[src/hdl/ps2tx_pkg.sv]
// ----------------------------------------------------------------------------
// ps2tx_pkg
// Shared constants, phase codes and the result type of the PS/2 host
// byte transmitter.
// ----------------------------------------------------------------------------
package ps2tx_pkg;

	// Configuration register indexes and widths.
	localparam int unsigned CFG_IDX_W  = 2;
	localparam int unsigned CFG_DATA_W = 10;
	localparam logic [CFG_IDX_W-1:0] REG_INHIBIT = 2'd0;
	localparam logic [CFG_IDX_W-1:0] REG_GAP     = 2'd1;

	// Register values after reset.
	localparam logic [CFG_DATA_W-1:0] INHIBIT_RESET = 10'd120;
	localparam logic [CFG_DATA_W-1:0] GAP_RESET     = 10'd200;

	// Bits in one frame: eight data bits and the parity bit.
	localparam logic [3:0] FRAME_BITS = 4'd9;

	// Line-level phase codes.
	localparam logic [3:0] PH_IDLE     = 4'd0;
	localparam logic [3:0] PH_INHIBIT  = 4'd1;
	localparam logic [3:0] PH_TX_LOW   = 4'd2;
	localparam logic [3:0] PH_TX_HIGH  = 4'd3;
	localparam logic [3:0] PH_ACK_DAT  = 4'd4;
	localparam logic [3:0] PH_ACK_CLK  = 4'd5;
	localparam logic [3:0] PH_ACK_HIGH = 4'd6;
	localparam logic [3:0] PH_RX_LOW   = 4'd7;
	localparam logic [3:0] PH_RX_HIGH  = 4'd8;
	localparam logic [3:0] PH_GAP      = 4'd9;

	// One result beat.
	typedef struct packed {
		logic       clk_drive_low;
		logic       dat_drive_low;
		logic       busy_res;
		logic       done_res;
		logic       ignored;
		logic [8:0] response_bits;
	} res_t;

	// Odd parity over one byte: one when the byte holds an even count of ones.
	function automatic logic odd_parity(input logic [7:0] b);
		return ~(^b);
	endfunction

endpackage

[src/hdl/ps2tx_tick_if.sv]
// ----------------------------------------------------------------------------
// ps2tx_tick_if
// Input channel: one beat per tick with the command and the sampled lines.
// ----------------------------------------------------------------------------
interface ps2tx_tick_if;
	logic       valid;
	logic       ready;
	logic       command;
	logic [7:0] tx_byte;
	logic       clk_in;
	logic       dat_in;

	modport source (output valid, output command, output tx_byte,
		output clk_in, output dat_in, input ready);
	modport sink (input valid, input command, input tx_byte,
		input clk_in, input dat_in, output ready);
endinterface

[src/hdl/ps2tx_result_if.sv]
// ----------------------------------------------------------------------------
// ps2tx_result_if
// Output channel: one beat per tick with the line drives and status.
// ----------------------------------------------------------------------------
interface ps2tx_result_if;
	logic       valid;
	logic       ready;
	logic       clk_drive_low;
	logic       dat_drive_low;
	logic       busy_res;
	logic       done_res;
	logic       ignored;
	logic [8:0] response_bits;

	modport source (output valid, output clk_drive_low, output dat_drive_low,
		output busy_res, output done_res, output ignored, output response_bits,
		input ready);
	modport sink (input valid, input clk_drive_low, input dat_drive_low,
		input busy_res, input done_res, input ignored, input response_bits,
		output ready);
endinterface

[src/hdl/ps2tx_fsm.sv]
// ----------------------------------------------------------------------------
// ps2tx_fsm
// Line-level state machine. Advances one step per accepted tick and
// produces the result of that tick from the updated state.
// ----------------------------------------------------------------------------
module ps2tx_fsm (
	input  logic                clk,
	input  logic                arst_n,
	input  logic                step,
	input  logic                command,
	input  logic [7:0]          tx_byte,
	input  logic                clk_in,
	input  logic                dat_in,
	input  logic [9:0]          inhibit_ticks,
	input  logic [9:0]          gap_ticks,
	output ps2tx_pkg::res_t     res
);

	logic [3:0] phase_q, phase_n;
	logic [8:0] tx_shift_q, tx_shift_n;
	logic [3:0] bit_count_q, bit_count_n;
	logic [9:0] tick_timer_q, tick_timer_n;
	logic [8:0] rx_shift_q, rx_shift_n;
	logic [9:0] timer_inc;
	logic [3:0] bit_inc;
	logic [3:0] tx_sel;
	logic       ign;
	logic       done;
	logic       dat_low;

	assign timer_inc = tick_timer_q + 10'd1;
	assign bit_inc   = bit_count_q + 4'd1;

	// Next-state logic for one tick.
	always_comb begin
		phase_n      = phase_q;
		tx_shift_n   = tx_shift_q;
		bit_count_n  = bit_count_q;
		tick_timer_n = tick_timer_q;
		rx_shift_n   = rx_shift_q;
		done         = 1'b0;
		ign          = (phase_q != ps2tx_pkg::PH_IDLE) && (phase_q <= ps2tx_pkg::PH_GAP)
			&& command;
		unique case (phase_q)
			ps2tx_pkg::PH_INHIBIT: begin
				tick_timer_n = timer_inc;
				if (timer_inc >= inhibit_ticks) begin
					phase_n     = ps2tx_pkg::PH_TX_LOW;
					bit_count_n = 4'd0;
				end
			end
			ps2tx_pkg::PH_TX_LOW: begin
				if (!clk_in) begin
					bit_count_n = bit_inc;
					phase_n     = ps2tx_pkg::PH_TX_HIGH;
				end
			end
			ps2tx_pkg::PH_TX_HIGH: begin
				if (clk_in) begin
					phase_n = (bit_count_q >= ps2tx_pkg::FRAME_BITS) ?
						ps2tx_pkg::PH_ACK_DAT : ps2tx_pkg::PH_TX_LOW;
				end
			end
			ps2tx_pkg::PH_ACK_DAT: begin
				if (!dat_in) phase_n = ps2tx_pkg::PH_ACK_CLK;
			end
			ps2tx_pkg::PH_ACK_CLK: begin
				if (!clk_in) phase_n = ps2tx_pkg::PH_ACK_HIGH;
			end
			ps2tx_pkg::PH_ACK_HIGH: begin
				if (clk_in) begin
					phase_n     = ps2tx_pkg::PH_RX_LOW;
					bit_count_n = 4'd0;
					rx_shift_n  = 9'd0;
				end
			end
			ps2tx_pkg::PH_RX_LOW: begin
				if (!clk_in) begin
					rx_shift_n  = {rx_shift_q[7:0], dat_in};
					bit_count_n = bit_inc;
					phase_n     = ps2tx_pkg::PH_RX_HIGH;
				end
			end
			ps2tx_pkg::PH_RX_HIGH: begin
				if (clk_in) begin
					if (bit_count_q >= ps2tx_pkg::FRAME_BITS) begin
						phase_n      = ps2tx_pkg::PH_GAP;
						tick_timer_n = 10'd0;
					end else begin
						phase_n = ps2tx_pkg::PH_RX_LOW;
					end
				end
			end
			ps2tx_pkg::PH_GAP: begin
				if (tick_timer_q >= gap_ticks) begin
					done    = 1'b1;
					phase_n = ps2tx_pkg::PH_IDLE;
				end else begin
					tick_timer_n = timer_inc;
				end
			end
			default: begin
				// Idle, and any unused code falls back to idle.
				phase_n = ps2tx_pkg::PH_IDLE;
				if (command) begin
					tx_shift_n   = {ps2tx_pkg::odd_parity(tx_byte), tx_byte};
					tick_timer_n = 10'd0;
					bit_count_n  = 4'd0;
					phase_n      = ps2tx_pkg::PH_INHIBIT;
				end
			end
		endcase
	end

	// Data drive while sending: start bit low, then inverted frame bits.
	assign tx_sel = bit_count_n - 4'd1;
	always_comb begin
		dat_low = 1'b0;
		if (phase_n == ps2tx_pkg::PH_TX_LOW || phase_n == ps2tx_pkg::PH_TX_HIGH) begin
			if (bit_count_n == 4'd0) begin
				dat_low = 1'b1;
			end else if (bit_count_n <= ps2tx_pkg::FRAME_BITS) begin
				dat_low = ~tx_shift_n[tx_sel];
			end
		end
	end

	// Result of this tick.
	always_comb begin
		res.clk_drive_low = (phase_n == ps2tx_pkg::PH_INHIBIT);
		res.dat_drive_low = dat_low;
		res.busy_res      = (phase_n != ps2tx_pkg::PH_IDLE);
		res.done_res      = done;
		res.ignored       = ign;
		res.response_bits = rx_shift_n;
	end

	// State registers, advanced on each accepted tick.
	always_ff @(posedge clk or negedge arst_n) begin
		if (!arst_n) begin
			phase_q      <= ps2tx_pkg::PH_IDLE;
			tx_shift_q   <= 9'd0;
			bit_count_q  <= 4'd0;
			tick_timer_q <= 10'd0;
			rx_shift_q   <= 9'd0;
		end else if (step) begin
			phase_q      <= phase_n;
			tx_shift_q   <= tx_shift_n;
			bit_count_q  <= bit_count_n;
			tick_timer_q <= tick_timer_n;
			rx_shift_q   <= rx_shift_n;
		end
	end

endmodule

[src/hdl/ps2tx_out_stage.sv]
// ----------------------------------------------------------------------------
// ps2tx_out_stage
// Result register between the state machine and the output channel.
// Takes a new beat whenever it is empty or its beat leaves this cycle.
// ----------------------------------------------------------------------------
module ps2tx_out_stage (
	input  logic            clk,
	input  logic            arst_n,
	input  logic            in_valid,
	output logic            in_ready,
	input  ps2tx_pkg::res_t in_res,
	output logic            out_valid,
	input  logic            out_ready,
	output ps2tx_pkg::res_t out_res
);

	logic            valid_q;
	ps2tx_pkg::res_t res_q;

	assign in_ready  = !valid_q || out_ready;
	assign out_valid = valid_q;
	assign out_res   = res_q;

	// Valid flag.
	always_ff @(posedge clk or negedge arst_n) begin
		if (!arst_n) begin
			valid_q <= 1'b0;
		end else if (in_ready) begin
			valid_q <= in_valid;
		end
	end

	// Payload, loaded on each incoming beat.
	always_ff @(posedge clk) begin
		if (in_valid && in_ready) begin
			res_q <= in_res;
		end
	end

endmodule

[src/hdl/ps2_host_byte_transmitter.sv]
// ----------------------------------------------------------------------------
// ps2_host_byte_transmitter
// PS/2 host-to-device byte transmitter stepped by one-microsecond tick beats.
// ----------------------------------------------------------------------------
// Result: a result beat is registered and valid in the cycle after its tick beat is accepted.
// Throughput: one tick beat per cycle while the result channel is ready; the state update is a
// single pass of compares and shifts, and the result register sits between the two channels.
// Reset: arst_n clears the phase to idle, all counters and shift registers to
// zero, and loads the inhibit and gap registers with 120 and 200.
module ps2_host_byte_transmitter (
	input  logic                                clk,
	input  logic                                arst_n,
	ps2tx_tick_if.sink                          tick,
	ps2tx_result_if.source                      result,
	input  logic                                cfg_we,
	input  logic [ps2tx_pkg::CFG_IDX_W-1:0]     cfg_index,
	input  logic [ps2tx_pkg::CFG_DATA_W-1:0]    cfg_wdata
);

	logic [9:0]      inhibit_q;
	logic [9:0]      gap_q;
	logic            stage_ready;
	logic            step;
	ps2tx_pkg::res_t core_res;
	ps2tx_pkg::res_t out_res;

	// Configuration registers; writes beyond the list are dropped.
	always_ff @(posedge clk or negedge arst_n) begin
		if (!arst_n) begin
			inhibit_q <= ps2tx_pkg::INHIBIT_RESET;
			gap_q     <= ps2tx_pkg::GAP_RESET;
		end else if (cfg_we) begin
			if (cfg_index == ps2tx_pkg::REG_INHIBIT) inhibit_q <= cfg_wdata;
			if (cfg_index == ps2tx_pkg::REG_GAP)     gap_q     <= cfg_wdata;
		end
	end

	assign tick.ready = stage_ready;
	assign step       = tick.valid && stage_ready;

	ps2tx_fsm u_fsm (
		.clk           (clk),
		.arst_n        (arst_n),
		.step          (step),
		.command       (tick.command),
		.tx_byte       (tick.tx_byte),
		.clk_in        (tick.clk_in),
		.dat_in        (tick.dat_in),
		.inhibit_ticks (inhibit_q),
		.gap_ticks     (gap_q),
		.res           (core_res)
	);

	ps2tx_out_stage u_out (
		.clk       (clk),
		.arst_n    (arst_n),
		.in_valid  (tick.valid),
		.in_ready  (stage_ready),
		.in_res    (core_res),
		.out_valid (result.valid),
		.out_ready (result.ready),
		.out_res   (out_res)
	);

	assign result.clk_drive_low = out_res.clk_drive_low;
	assign result.dat_drive_low = out_res.dat_drive_low;
	assign result.busy_res      = out_res.busy_res;
	assign result.done_res      = out_res.done_res;
	assign result.ignored       = out_res.ignored;
	assign result.response_bits = out_res.response_bits;

	// Every accepted tick yields a result beat in the next cycle.
	a_tick_gives_result: assert property (@(posedge clk) disable iff (!arst_n)
		tick.valid && tick.ready |=> result.valid)
		else $error("accepted tick produced no result beat");

	// A completing transfer is no longer busy.
	a_done_not_busy: assert property (@(posedge clk) disable iff (!arst_n)
		result.valid && result.done_res |-> !result.busy_res)
		else $error("done reported while still busy");

	// Clock is held low only during the inhibit, with data released.
	a_inhibit_drive: assert property (@(posedge clk) disable iff (!arst_n)
		result.valid && result.clk_drive_low |-> result.busy_res && !result.dat_drive_low)
		else $error("clock drive outside the inhibit window");

	// Done is never reported while a transfer is still running past the inhibit.
	a_start_inhibit: assert property (@(posedge clk) disable iff (!arst_n)
		result.valid && result.busy_res && !result.clk_drive_low |-> !result.done_res)
		else $error("done during an active transfer");

endmodule
[src/flat_wrapper.sv]
// flat-port wrapper written by rule: the top's interface ports become plain ports
module ps2_host_byte_transmitter_flat 
  (clk, arst_n, cfg_we, cfg_index, cfg_wdata, tick_valid, tick_command, tick_tx_byte, tick_clk_in, tick_dat_in, tick_ready, result_valid, result_clk_drive_low, result_dat_drive_low, result_busy_res, result_done_res, result_ignored, result_response_bits, result_ready);
  ps2tx_tick_if tick_i ();
  ps2tx_result_if result_i ();
  input  logic clk;
  input  logic arst_n;
  input  logic cfg_we;
  input  logic [ps2tx_pkg::CFG_IDX_W-1:0] cfg_index;
  input  logic [ps2tx_pkg::CFG_DATA_W-1:0] cfg_wdata;
  input wire logic [$bits(tick_i.valid)-1:0] tick_valid;
  input wire logic [$bits(tick_i.command)-1:0] tick_command;
  input wire logic [$bits(tick_i.tx_byte)-1:0] tick_tx_byte;
  input wire logic [$bits(tick_i.clk_in)-1:0] tick_clk_in;
  input wire logic [$bits(tick_i.dat_in)-1:0] tick_dat_in;
  output wire logic [$bits(tick_i.ready)-1:0] tick_ready;
  output wire logic [$bits(result_i.valid)-1:0] result_valid;
  output wire logic [$bits(result_i.clk_drive_low)-1:0] result_clk_drive_low;
  output wire logic [$bits(result_i.dat_drive_low)-1:0] result_dat_drive_low;
  output wire logic [$bits(result_i.busy_res)-1:0] result_busy_res;
  output wire logic [$bits(result_i.done_res)-1:0] result_done_res;
  output wire logic [$bits(result_i.ignored)-1:0] result_ignored;
  output wire logic [$bits(result_i.response_bits)-1:0] result_response_bits;
  input wire logic [$bits(result_i.ready)-1:0] result_ready;
  assign tick_i.valid = tick_valid;
  assign tick_i.command = tick_command;
  assign tick_i.tx_byte = tick_tx_byte;
  assign tick_i.clk_in = tick_clk_in;
  assign tick_i.dat_in = tick_dat_in;
  assign tick_ready = tick_i.ready;
  assign result_valid = result_i.valid;
  assign result_clk_drive_low = result_i.clk_drive_low;
  assign result_dat_drive_low = result_i.dat_drive_low;
  assign result_busy_res = result_i.busy_res;
  assign result_done_res = result_i.done_res;
  assign result_ignored = result_i.ignored;
  assign result_response_bits = result_i.response_bits;
  assign result_i.ready = result_ready;
  ps2_host_byte_transmitter u_core (.clk(clk), .arst_n(arst_n), .tick(tick_i), .result(result_i), .cfg_we(cfg_we), .cfg_index(cfg_index), .cfg_wdata(cfg_wdata));
endmodule
[config.mk]
export PLATFORM = sky130hd
export DESIGN_NAME = ps2_host_byte_transmitter_flat
export DESIGN_NICKNAME = d
export VERILOG_FILES = /design/src/hdl/ps2tx_pkg.sv /design/src/hdl/ps2tx_tick_if.sv /design/src/hdl/ps2tx_result_if.sv /design/src/hdl/ps2tx_fsm.sv /design/src/hdl/ps2tx_out_stage.sv /design/src/hdl/ps2_host_byte_transmitter.sv /design/src/flat_wrapper.sv
export SDC_FILE = /design/constraint.sdc
export NUM_CORES = 1
export LEC_CHECK = 0
export ABC_CLOCK_PERIOD_IN_PS = 4740
export BUFFER_PORTS_ARGS = -buffer_cell sky130_fd_sc_hd__buf_4
export CORE_ASPECT_RATIO = 1.75
export CORE_MARGIN = 5
export CORE_UTILIZATION = 30
export DETAILED_ROUTE_END_ITERATION = 16
export GPL_ROUTABILITY_DRIVEN = 0
export SLEW_MARGIN = 20
export SYNTH_ARGS = -nofsm -noshare
export SYNTH_HDL_FRONTEND = slang
export SYNTH_SLANG_ARGS = --single-unit
[constraint.sdc]
create_clock -name clk -period 4.74 [get_ports clk]
set_input_delay 0.474 -clock clk [delete_from_list [all_inputs] [get_ports clk]]
set_output_delay 0.474 -clock clk [all_outputs]
set_load 0.005 [all_outputs]
=== After elaboration in Yosys (flattened, before gate mapping) ===
Index checks and enable logic that the tools add are counted.

* Flip-flop bits (word level): 71
* Logic and storage cells: 94
* Output and inout port bits: 16

* $add $sub $neg: 3
* Reductions and logical operators: 19
* Order comparisons: 6
* Equal/unequal tests: 16
* Bitwise operators: 3
* Multiplexer cells: 33

{| class="wikitable"
|+ Operators with widths
! kind !! number
|-
| $mux 4 || 14
|-
| $mux 10 || 4
|-
| $pmux 10 s4 || 1
|-
| $mux 9 || 4
|-
| $pmux 4 s9 || 1
|-
| $ge 10x10->1 || 2
|-
| $pmux 9 s2 || 1
|-
| $eq 4x2->1 const B || 4
|-
| $eq 4x3->1 const B || 4
|-
| $pmux 4 s4 || 1
|-
| $reduce_bool 4->1 || 3
|-
| $add 10x1->10 const B || 1
|-
| $reduce_or 9->1 || 1
|-
| $eq 4x1->1 const B || 2
|-
| $eq 4x4->1 const B || 2
|-
| $le 4x4->1 const B || 2
|-
| $reduce_xor 8->1 || 1
|-
| $ne 2x2->1 const B || 3
|-
| $reduce_and 6->1 || 1
|-
| $reduce_or 6->1 || 1
|-
| $lt 4x5->1 const B || 1
|-
| $mux 1 || 5
|-
| $reduce_or 5->1 || 1
|-
| $add 4x1->4 const B || 1
|-
| 13 further kinds || 19
|}

=== Depth between registers and ports, before layout ===
* Word-level depth: 10
* Mapped depth: 18
* Mapped depth without buffers: 18

=== Hierarchy ===
Synthesis repeated with hierarchy kept, for this count alone.

* Cell total of the unflattened synthesis: 418
* Area total of the unflattened synthesis: 4470.5 µm²

{| class="wikitable"
|+ By module, submodules not included
! module !! times used !! area each (µm²) !! seq. area each (µm²) !! cells each
|-
| ps2tx_fsm || 1 || 3175.5 || 900.9 || 355
|-
| ps2_host_byte_transmitter || 1 || 820.8 || 509.2 || 45
|-
| ps2tx_out_stage || 1 || 474.2 || 445.4 || 18
|}

=== Worst setup path before layout ===
OpenSTA, ideal clock, no wires.

* Path type: reg-to-reg
* Start: register u_core.u_fsm.tick_timer_q[2]
* End: register u_core.u_out.res_q (netlist bit u_core.u_out.out_res[12]), data pin
* Required time: 4573 ps
* Setup slack: 745 ps
* Buffers on the path: 0
* Data arrival time: 3828 ps
* Library setup time: 167 ps
* Cell stages (with the launch flop): 19
* Cells stage by stage: dfrtp_1 > nand3_1 > nor3_1 > and3_1 > nand3_1 > xnor2_1 > ha_1 > a21oi_1 > o21ai_0 > nor4b_1 > a211oi_1 > o22a_1 > ha_1 > inv_1 > nand2_1 > a21boi_0 > nor4bb_1 > or4_1 > a211oi_1

* Word-level cells in the longest chain between the ends: 10

{| class="wikitable"
|+ RTL lines
! element !! RTL line !! text
|-
| start: declaration || ps2tx_fsm.sv:22 || <nowiki>logic [9:0] tick_timer_q, tick_timer_n;</nowiki>
|-
| start signal: assignment || ps2tx_fsm.sv:150 || <nowiki>tick_timer_q <= tick_timer_n;</nowiki>
|-
| $add 10x1->10 || ps2tx_fsm.sv:31 || <nowiki>assign timer_inc = tick_timer_q + 10'd1;</nowiki>
|-
| $ge 10x10->1 || ps2tx_fsm.sv:47 || <nowiki>if (timer_inc >= inhibit_ticks) begin</nowiki>
|-
| $mux 4 || ps2tx_fsm.sv:47 ||
|-
| $pmux 4 s4 || ps2tx_fsm.sv:44 || <nowiki>unique case (phase_q)</nowiki>
|-
| $sub 4x1->4 || ps2tx_fsm.sv:116 || <nowiki>assign tx_sel = bit_count_n - 4'd1;</nowiki>
|-
| $bmux 1 s4 || ps2tx_fsm.sv:123 || <nowiki>dat_low = ~tx_shift_n[tx_sel];</nowiki>
|-
| $mux 1 (implied by the code) || ps2tx_fsm.sv:123 ||
|-
| $not 1->1 || ps2tx_fsm.sv:123 ||
|-
| $mux 1 || ps2tx_fsm.sv:122 || <nowiki>end else if (bit_count_n <= ps2tx_pkg::FRAME_BITS) begin</nowiki>
|-
| $mux 1 || ps2tx_fsm.sv:120 || <nowiki>if (bit_count_n == 4'd0) begin</nowiki>
|-
| end signal: assignment || ps2tx_out_stage.sv:36 || <nowiki>res_q <= in_res;</nowiki>
|-
| end: declaration || ps2tx_out_stage.sv:18 || <nowiki>ps2tx_pkg::res_t res_q;</nowiki>
|}

Several ways; a longest one is shown, not always the timed one. The select of a mux whose other input is x is not followed.
A chain may end at the register's enable or synchronous reset.

=== Final worst setup path ===
Ends and elaborated chain as after synthesis.

==> results.toml <==
[placement]
place_ws_ns = 0.2720
port_buffers = 43
hpwlAfterDp_um = 7540
placed_area_sq_um = 4805
dp.cells = 664

[pwr]
power_leakage_nw = 2.359
p_per_area_nw_per_um2 = 507.0
p_total_w = 0.002604
ir_worst_vdd_v = 0.0001669

[sta]
fin_worst_skew_ns = 0.007647
min_period_over_period_pct = 93.43
finalWorstPathRequiredPeriod_ns = 4.429
final-hold-violation-count = 0
drv_slew = 0
tightest_slew_ns = 0.7596
finalSetupViolCount = 0
clock.fmax_ghz = 0.2258
slew_headroom_pct = 49.36
worst_slack_ns = 0.3113

[die]
die_w_um = 100.7
initial_core_util_pct = 30.22
coreArea_sq_um = 14300
die-area_sq_um = 17000
ios = 44
fp.dieH_um = 168.8
num_rows = 58

[global_route]
grt_max_degree = 58
antenna_found_initial = 0
grt_pass1_vias = 3481
grt_pass1_wl_um = 16600
overflow = 0
grt_usage_pct = 12.33

[synth]
synth.avg_cell_area_sq_um = 9.475
synth_seq_cells = 71
synth.net_count = 511
synthCells = 456
yosysUniqueCellTypes = 62
async_reset_ff_share_pct = 80.28
yosys.area.top_type_share_pct = 28.96
ys_seq_area_share_pct = 42.95
synthFlopType = "dfrtp_1"
synth_edf_count = 14
synth_area_leaders = "dfrtp_1, edfxtp_1, ha_1"
yosys_warnings = 0
yosysTopAreaCell = "dfrtp_1"
synth_area_sq_um = 4320

[clock_network]
tritoncts = "built"
htree_levels = 3
clock_path_buffers = 2
numCtsBuffers = 9
clkLatencyLatePin_ns = 0.33
clock_sinks = 71
clock-root-buffer = "clkbuf_16"
clkTransAtPathRegs_ns = 0.06

[drt]
drt_wl_total_um = 10110
drt_iter0_markers = 119
antenna_left = 0
drcViolationCount = 0
dr.pass1.iters = 5
viasPerCell = 4.941
wl_per_cell_um = 14.86
vias = 3360

[status]
status = "finished clean"

[min_path]
min_path_type = "in2async"

[cells_and_area]
fin_cells = 680
diodes = 0
nets = 550
drive_gt1_share_pct = 20.80
fin_area_sq_um = 5136
synthToLayoutAreaGrowth_pct = 18.88

[critical_path]
timing.rr.start = "u_core.u_fsm.tick_timer_q[2]"
worstSetupPathType = "reg2reg"
end_kind = "flip-flop"
arrival_ns = 4.58
crit_start = "u_core.u_fsm.tick_timer_q[2]"
crit_fanout = 7
start_kind = "flip-flop"
r2r_setup_slack_ns = 0.31
critPathRequiredTime_ns = 4.90

[job]
cap_violations = 0
## registers in the layout, summed over array words and instances (netlist names)
name and flops:
u_core.u_fsm.tx_shift_q 9, u_core.u_fsm.bit_count_q 4, u_core.u_fsm.phase_q 4, u_core.u_out.out_valid 1
u_core.inhibit_q 10, u_core.gap_q 10, u_core.u_fsm.rx_shift_q 9, u_core.u_fsm.tick_timer_q 10
u_core.u_out.out_res 14
## through the flow
| step | hold slack [ns] | util [%] | setup TNS, ns |
|---|---|---|---|
| after global placement | 0.4603 | 33.61 | 0 |
| after detailed placement | 0.4692 | 33.61 | 0 |
| after CTS | 0.2301 | 35.77 | 0 |
| after global routing | 0.2711 | 35.93 | -0.02265 |
| final | 0.2087 | 35.93 | 0 |
| after floorplan | 0.1784 | - | 0 |
## final timing paths
kind,end,cells past startpoint
max,u_core.u_out.out_res[12],18
min,u_core.inhibit_q[1],1
max reg2reg,u_core.u_out.out_res[12],18
min reg2reg,u_core.u_fsm.tx_shift_q[2],2
max in group asynchronous,u_core.u_fsm.rx_shift_q[6],1
min in group clk,u_core.u_out.out_valid,2
## critical path: stages, from the launching register on
cell and delay (ns):
dfrtp_1 0.45, nand3_1 0.14, nor3_2 0.22, and3_1 0.23, nand3_1 0.12, xnor2_1 0.23
ha_1 0.30, a21oi_1 0.21, o21ai_2 0.10, nor4b_2 0.26, a211oi_2 0.09, o22a_1 0.25
ha_1 0.34, inv_1 0.12, nand2_1 0.06, a21oi_1 0.22, nor4bb_1 0.09, or4_1 0.52
a211oi_1 0.27
## layout by cell type, fill, tap and decap left out, drive strengths merged, types with 4 or more instances in the layout
cell type	Yosys	final
mux2i	15	15
ha	27	27
nor3	4	4
nand2	80	80
edfxtp	14	14
nor2b	4	4
a22o	11	11
nand3b	4	4
a31oi	4	4
o21ai	46	46
xnor2	13	13
inv	36	36
xor2	4	4
nand3	9	9
dfstp	7	7
clkbuf	13	11
mux2	14	14
a21oi	13	13
dfrtp	50	50
buf	6	47
a211oi	5	5
nor2	21	21
nand2b	8	8
a21o	6	6
## timing repair
item / in CTS / in global routing
endpoints found under the setup margin: 0 / 1
hold buffers: 0 / 0
gates resized for setup: 0 / 7
buffers inserted: 0 / 0
## area by class of cell
cell class                 instances  area, sq um
multi-input combinational        330         2258
sequential                        71         1856
fill                            1419         9160
clock inverter                     5        56.30
timing repair buffer              47        352.8
tap                              180        225.2
clock buffer                      11        252.7
inverter                          36        135.1
## routing by layer
layer  track usage (%)  share of wire (%)  wire length [um]  vias up
met1             13.49                 40              4049     1592
met5                 0                  0                 0        -
li1                  -                  -                 -     1671
met3             2.845                4.0               405       18
met2             22.38                 54              5417       79
met4             4.985                2.3               233        0
## power by group
group | switching, W | internal [W] | leakage (nW) | total [W]
Combinational | 0.000548 | 0.000443 | 1.35 | 0.000991
Clock | 0.000254 | 0.000435 | 0.152 | 0.000689
Sequential | 0.000160 | 0.000764 | 0.861 | 0.000924
Total | 0.000962 | 0.00164 | 2.36 | 0.00260
## synth_stat cells, drive strengths merged (2+ instances only)
cell,count
a211oi,5
a21o,6
a21oi,13
a22o,11
a31oi,4
and2,3
and3,2
buf,6
clkbuf,13
dfrtp,50
dfstp,7
edfxtp,14
ha,27
inv,36
mux2,14
mux2i,15
nand2,80
nand2b,8
nand3,9
nand3b,4
nand4,2
nor2,21
nor2b,4
nor3,4
nor3b,3
nor4b,2
o211ai,3
o21a,2
o21ai,46
o22a,2
o22ai,3
o32ai,2
xnor2,13
xor2,4
## logic make-up (layout without fill, tap and decap cells)
| logic type | count (synthesis) | after routing | share of synthesized area, % |
|---|---|---|---|
| and+or+nand+nor | 150 | 150 | 16.33 |
| adders and majority gates | 27 | 27 | 7.819 |
| DFF | 71 | 71 | 42.95 |
| xor gates and xnor gates | 17 | 17 | 3.620 |
| muxes | 30 | 30 | 7.645 |
| buffers and inverters | 55 | 99 | 5.415 |
| AOI/OAI and AO/OA | 106 | 106 | 16.22 |
(Power assumes the default switching activity.)
